===== config.mk =====
export PLATFORM = sky130hd
export DESIGN_NAME = small_fast_prng_with_range_unit
export DESIGN_NICKNAME = d
export VERILOG_FILES = /design/src/sfprng_pkg.sv /design/src/small_fast_prng_with_range_unit.sv
export SDC_FILE = /design/constraint.sdc
export NUM_CORES = 2
export LEC_CHECK = 0
export BUFFER_PORTS_ARGS = -buffer_cell sky130_fd_sc_hd__buf_4
export CAP_MARGIN = 20
export CORE_MARGIN = 1.5
export CORE_UTILIZATION = 30
export CTS_BUF_LIST = sky130_fd_sc_hd__clkbuf_2 sky130_fd_sc_hd__clkbuf_4 sky130_fd_sc_hd__clkbuf_8
export DETAILED_ROUTE_END_ITERATION = 8
export PLACE_DENSITY = 0.54
export REMOVE_ABC_BUFFERS = 1
export SETUP_SLACK_MARGIN = 0.4
export SLEW_MARGIN = 30
export SYNTH_ARGS = -nofsm -noshare
export SYNTH_HDL_FRONTEND = slang
export SYNTH_SLANG_ARGS = --single-unit

===== constraint.sdc =====
create_clock -name clock -period 14.3 [get_ports clock]
set_clock_uncertainty 0.2 [all_clocks]
set_input_delay 4.29 -clock clock [delete_from_list [all_inputs] [get_ports clock]]
set_output_delay 4.29 -clock clock [all_outputs]
set_load 0.02 [all_outputs]

===== src/sfprng_pkg.sv =====
// package for the small fast prng with range unit
// holds the state type, seeding constants and the one-round update function
// no dependencies
`default_nettype none

package sfprng_pkg;

   localparam int WORD_W        = 32;
   localparam int WARMUP_ROUNDS = 20;
   localparam int ROUND_CNT_W   = (WARMUP_ROUNDS > 0) ? $clog2(WARMUP_ROUNDS + 1) : 1;

   localparam logic [WORD_W-1:0] SEED_FIRST_WORD = 32'hf1ea5eed;
   localparam logic [WORD_W-1:0] SEED_RESET      = 32'd123;

   localparam int ROT_B = 27;
   localparam int ROT_C = 17;

   typedef struct packed {
      logic [WORD_W-1:0] word_a;
      logic [WORD_W-1:0] word_b;
      logic [WORD_W-1:0] word_c;
      logic [WORD_W-1:0] word_d;
   } prng_state_type;

   function automatic logic [WORD_W-1:0] rotl(input logic [WORD_W-1:0] v, input int k);
      return (v << k) | (v >> (WORD_W - k));
   endfunction

   function automatic prng_state_type seed_state(input logic [WORD_W-1:0] seed);
      prng_state_type s;
      s.word_a = SEED_FIRST_WORD;
      s.word_b = seed;
      s.word_c = seed;
      s.word_d = seed;
      return s;
   endfunction

   // one generator round; the draw is the new word_d
   function automatic prng_state_type advance(input prng_state_type s);
      logic [WORD_W-1:0] e;
      prng_state_type    n;
      e        = s.word_a - rotl(s.word_b, ROT_B);
      n.word_a = s.word_b ^ rotl(s.word_c, ROT_C);
      n.word_b = s.word_c + s.word_d;
      n.word_c = s.word_d + e;
      n.word_d = e + n.word_a;
      return n;
   endfunction

endpackage

`default_nettype wire


===== src/small_fast_prng_with_range_unit.sv =====
// A 32-bit small fast pseudo-random generator with range scaling. Each request
// advances the generator once and returns either the raw draw or the draw scaled
// into 0 to range_size-1 (high half of draw times range_size; 0 if range_size is 0).
// One request is taken per cycle unless a stalled response holds the pipe; the state
// update sits between the request port and a draw register, the 32x32 multiply between
// that register and the response register. After reset and after every seed
// write the generator reseeds and runs WARMUP_ROUNDS (20) rounds, one per cycle,
// with req_ready low. Seed writes take effect at once and must only be made
// while no request is in flight.
// depends on sfprng_pkg
`default_nettype none

module small_fast_prng_with_range_unit (
   input  wire logic        clock,
   input  wire logic        reset,
   input  wire logic        csr_we,
   input  wire logic [31:0] csr_wdata,
   input  wire logic        req_valid,
   output logic             req_ready,
   input  wire logic [31:0] req_range_size,
   input  wire logic        req_want_raw,
   output logic             rsp_valid,
   input  wire logic        rsp_ready,
   output logic [31:0]      rsp_draw
);

   sfprng_pkg::prng_state_type              state_ff, state_in, state_next;
   logic [sfprng_pkg::ROUND_CNT_W-1:0]      rounds_left_ff, rounds_left_in;
   logic                                    s1_valid_ff, s1_valid_in;
   logic [sfprng_pkg::WORD_W-1:0]           s1_value_ff, s1_value_in;
   logic [sfprng_pkg::WORD_W-1:0]           s1_range_ff, s1_range_in;
   logic                                    s1_raw_ff, s1_raw_in;
   logic                                    rsp_valid_ff, rsp_valid_in;
   logic [sfprng_pkg::WORD_W-1:0]           rsp_draw_ff, rsp_draw_in;
   logic [2*sfprng_pkg::WORD_W-1:0]         product;
   logic                                    warming, out_free, s1_free, accept;

   assign warming   = (rounds_left_ff != '0);
   assign out_free  = !rsp_valid_ff || rsp_ready;
   assign s1_free   = !s1_valid_ff || out_free;
   assign req_ready = !reset && !warming && s1_free;
   assign accept    = req_valid && req_ready;

   assign state_next = sfprng_pkg::advance(state_ff);
   assign product    = {{sfprng_pkg::WORD_W{1'b0}}, s1_value_ff} *
                       {{sfprng_pkg::WORD_W{1'b0}}, s1_range_ff};

   always_comb begin
      state_in       = state_ff;
      rounds_left_in = rounds_left_ff;
      if (csr_we) begin
         state_in       = sfprng_pkg::seed_state(csr_wdata);
         rounds_left_in = sfprng_pkg::ROUND_CNT_W'(sfprng_pkg::WARMUP_ROUNDS);
      end else if (warming) begin
         state_in       = state_next;
         rounds_left_in = rounds_left_ff - 1'b1;
      end else if (accept) begin
         state_in = state_next;
      end
   end

   always_comb begin
      s1_valid_in = s1_valid_ff;
      s1_value_in = s1_value_ff;
      s1_range_in = s1_range_ff;
      s1_raw_in   = s1_raw_ff;
      if (s1_free) begin
         s1_valid_in = accept;
      end
      if (accept) begin
         s1_value_in = state_next.word_d;
         s1_range_in = req_range_size;
         s1_raw_in   = req_want_raw;
      end
   end

   always_comb begin
      rsp_valid_in = rsp_valid_ff;
      rsp_draw_in  = rsp_draw_ff;
      if (out_free) begin
         rsp_valid_in = s1_valid_ff;
         rsp_draw_in  = s1_raw_ff ? s1_value_ff
                                  : product[2*sfprng_pkg::WORD_W-1:sfprng_pkg::WORD_W];
      end
   end

   always_ff @(posedge clock) begin
      if (reset) begin
         state_ff       <= sfprng_pkg::seed_state(sfprng_pkg::SEED_RESET);
         rounds_left_ff <= sfprng_pkg::ROUND_CNT_W'(sfprng_pkg::WARMUP_ROUNDS);
         s1_valid_ff    <= 1'b0;
         rsp_valid_ff   <= 1'b0;
      end else begin
         state_ff       <= state_in;
         rounds_left_ff <= rounds_left_in;
         s1_valid_ff    <= s1_valid_in;
         rsp_valid_ff   <= rsp_valid_in;
      end
   end

   always_ff @(posedge clock) begin
      s1_value_ff <= s1_value_in;
      s1_range_ff <= s1_range_in;
      s1_raw_ff   <= s1_raw_in;
      rsp_draw_ff <= rsp_draw_in;
   end

   assign rsp_valid = rsp_valid_ff;
   assign rsp_draw  = rsp_draw_ff;

endmodule

`default_nettype wire


==> results.json <==
{
  "clk_latency_ns": 0.73,
  "whs_endpoint": "rounds_left_ff[4]$_SDFFE_PP1P_",
  "slew-limit-headroom": 0.3707,
  "slew_viol_final": 0,
  "final_core_util": 0.3278,
  "cts_setup_buffers": 0,
  "synthCells": 5212,
  "dr.first_iter.drc_count": 2529,
  "clock-sinks": 232,
  "layout_commonest_cell": "inv_1",
  "firstDrtPassIters": 5,
  "fin_cells": 7275,
  "pwr-share-seq": 0.163,
  "synth_cell_types": 81,
  "postLayoutCellArea_um2": 51150,
  "startpoint_type": "input pin",
  "synth_area_um2": 47110,
  "grt_overflow_total": 0,
  "setup_viol": 0,
  "async_flop_share": 0,
  "gp_congestion": 0.9386,
  "synth_enable_flop_cells": 97,
  "reg2reg_slack_ns": 5.06,
  "yosysSeqAreaShare": 0.1192,
  "maxCapViolations": 0,
  "hold_start": "rounds_left_ff[4]$_SDFFE_PP1P_",
  "tightest_slew_ns": 0.9417,
  "synth_area_leaders": "fa_1 38%, ha_1 10%, and2_1 7.9%, inv_1 7.4%, edfxtp_1 6.2%",
  "final_cell_mix": "923 x inv_1, 899 x fa_1, 617 x nand2_1",
  "avgSynthCellArea_um2": 9.038,
  "outcome": "finished clean",
  "power_mw": 7.290,
  "cts_tree": "yes",
  "r2r_cells": 25,
  "p_int_mw": 3.472,
  "pwr-share-clk": 0.117,
  "ff_latch_area_um2": 5615,
  "num_vias": 36210,
  "timing.rr.start": "s1_range_ff[17]$_DFFE_PP_",
  "placed_area_um2": 50010,
  "routedWlPerCell_um": 20.88,
  "cts_resized": 0,
  "num-fill-cells": 16290,
  "clk_pin_slew_ns": 0.06,
  "cts.htree.levels": 2,
  "p_sw_mw": 3.818,
  "nNetsFinal": 6528,
  "hold_class": "flip-flop to flip-flop",
  "endpoint_kind": "output port",
  "period_share": 0.6735,
  "powerDensity_nw_per_um2": 142.5,
  "arrival_ns": 5.14,
  "holdWs_ns": 0.2470,
  "clockBufferDepth": 3,
  "hold_viol_final": 0,
  "gr-usage-all-layers": 0.1937,
  "tns_ns": 0,
  "ir_drop_uv": 135.6,
  "swShare": 0.5237,
  "drive_above_1_share": 0.05582,
  "die-area_um2": 159400,
  "synth_ff_type": "dfxtp_1",
  "power.leakage_nw": 24.52,
  "p_comb_frac": 0.720,
  "ios": 104,
  "cts_hold_buf": 0,
  "layout_setup_ws_ns": 4.669,
  "rsz0062_at_grt": "no",
  "syn_to_final_growth_pct": 8.574,
  "synth_largest_area_cell": "fa_1",
  "min_period_ns": 9.631,
  "yosysWarningCount": 0,
  "critPathKind": "input pin to output port",
  "cts_root_buffer": "clkbuf_8",
  "numCtsBuffers": 47,
  "dp_hpwl_um": 112300,
  "die_w_um": 399.3,
  "ys_seq_elements": 232,
  "start_util": 0.3019,
  "multi_input_area_um2": 37000,
  "die_y_um": 399.3,
  "drc": 0,
  "critPathRequiredTime_ns": 9.81,
  "portBuffers": 103,
  "timing.rr.end": "rsp_draw[25]$_DFFE_PP_",
  "max_freq_mhz": 103.8,
  "grt_antenna_before_repair": 6,
  "synth_top_cell_area_share": 0.3821,
  "dp.cells": 7183,
  "routed_wirelength_um": 151900,
  "grt_pass1_vias": 38130,
  "core_um2": 156000,
  "rows": 145,
  "post_drt_via_cell_ratio": 4.978,
  "dpl_worst_slack_ns": 4.685,
  "grt_pass1_wl_um": 234300,
  "crit_fanout": 4,
  "grt_start_max_net_pins": 69,
  "drt.antenna.violating_nets": 0,
  "hold_depth": 2
}
sequential cells by signal (all words and copies together), names as in the netlist:
name            count
s1_valid_ff         1
s1_value_ff        32
s1_range_ff        32
rsp_valid           1
s1_raw_ff           1
state_ff          128
rounds_left_ff      5
rsp_draw           32
cells by family after synthesis:
family | share of synthesized area
adders and majority gates | 0.4843
and+or+nand+nor | 0.1699
xor gates and xnor gates | 0.03198
AOI/OAI and AO/OA | 0.09647
buffers and inverters | 0.09570
muxes | 0.002444
DFF | 0.1192
synthesized netlist by cell type (4+ instances only):
cell type	count
nor3_1	47
mux2i_1	7
a211oi_1	37
clkbuf_1	258
nand4_1	14
and2_1	597
inv_1	925
a221oi_1	8
a21oi_1	218
a21o_1	79
nand3_1	33
clkbuf_2	4
nor2_1	174
and3_1	30
nor2b_1	25
a21boi_0	12
xnor2_1	90
or3_1	9
o21ai_1	7
a211o_1	5
fa_1	899
ha_1	385
and4_1	8
o211ai_1	12
o21a_1	40
xor2_1	82
o21ai_0	178
o311a_1	5
dfxtp_1	135
o21bai_1	22
o22ai_1	7
a31oi_1	29
mux2_2	4
nand2_1	618
o31ai_1	17
nor3b_1	5
nand2b_1	17
edfxtp_1	97
a41o_1	4
power by group through the flow:
| stage | Combinational [mW] | Clock, mW | Sequential, mW |
|---|---|---|---|
| floorplan | 3.64 | 0 | 1.12 |
| global placement | 5.08 | 0 | 1.20 |
| detailed placement | 5.11 | 0 | 1.20 |
| CTS | 5.16 | 0.884 | 1.19 |
| global route | 5.78 | 0.905 | 1.20 |
| finish | 5.25 | 0.855 | 1.19 |
layer usage:
| layer | part of all wire | track usage | vias to the layer above |
|---|---|---|---|
| met5 | 0.000099 | 0 | - |
| met4 | 0.036 | 0.06446 | 2 |
| met3 | 0.061 | 0.02521 | 261 |
| met2 | 0.47 | 0.3206 | 1164 |
| met1 | 0.44 | 0.2606 | 18650 |
| li1 | - | - | 16130 |
area by class of cell:
class,instances,share of cell area
sequential,232,0.1098
clock buffer,66,0.01654
antenna,4,0.0001957
timing repair buffer,179,0.02627
clock inverter,22,0.005480
tap,2058,0.05035
inverter,926,0.06798
multi-input combinational,3788,0.7234
worst max-delay path by stage:
stage	startpoint	endpoint	slack [ns]	cells past startpoint
after floorplan	rsp_ready	req_ready	5.00	3
after global placement	rsp_ready	req_ready	4.72	5
after detailed placement	rsp_ready	req_ready	4.68	5
after CTS	rsp_ready	req_ready	4.68	5
after global routing	rsp_ready	req_ready	4.63	5
final	rsp_ready	req_ready	4.67	5
critical path, cell delays in order:
cell	delay [ns]
buf_4	0.11
nor2b_1	0.26
a21oi_1	0.15
and2_1	0.18
buf_4	0.15
(Power assumes the default switching activity.)
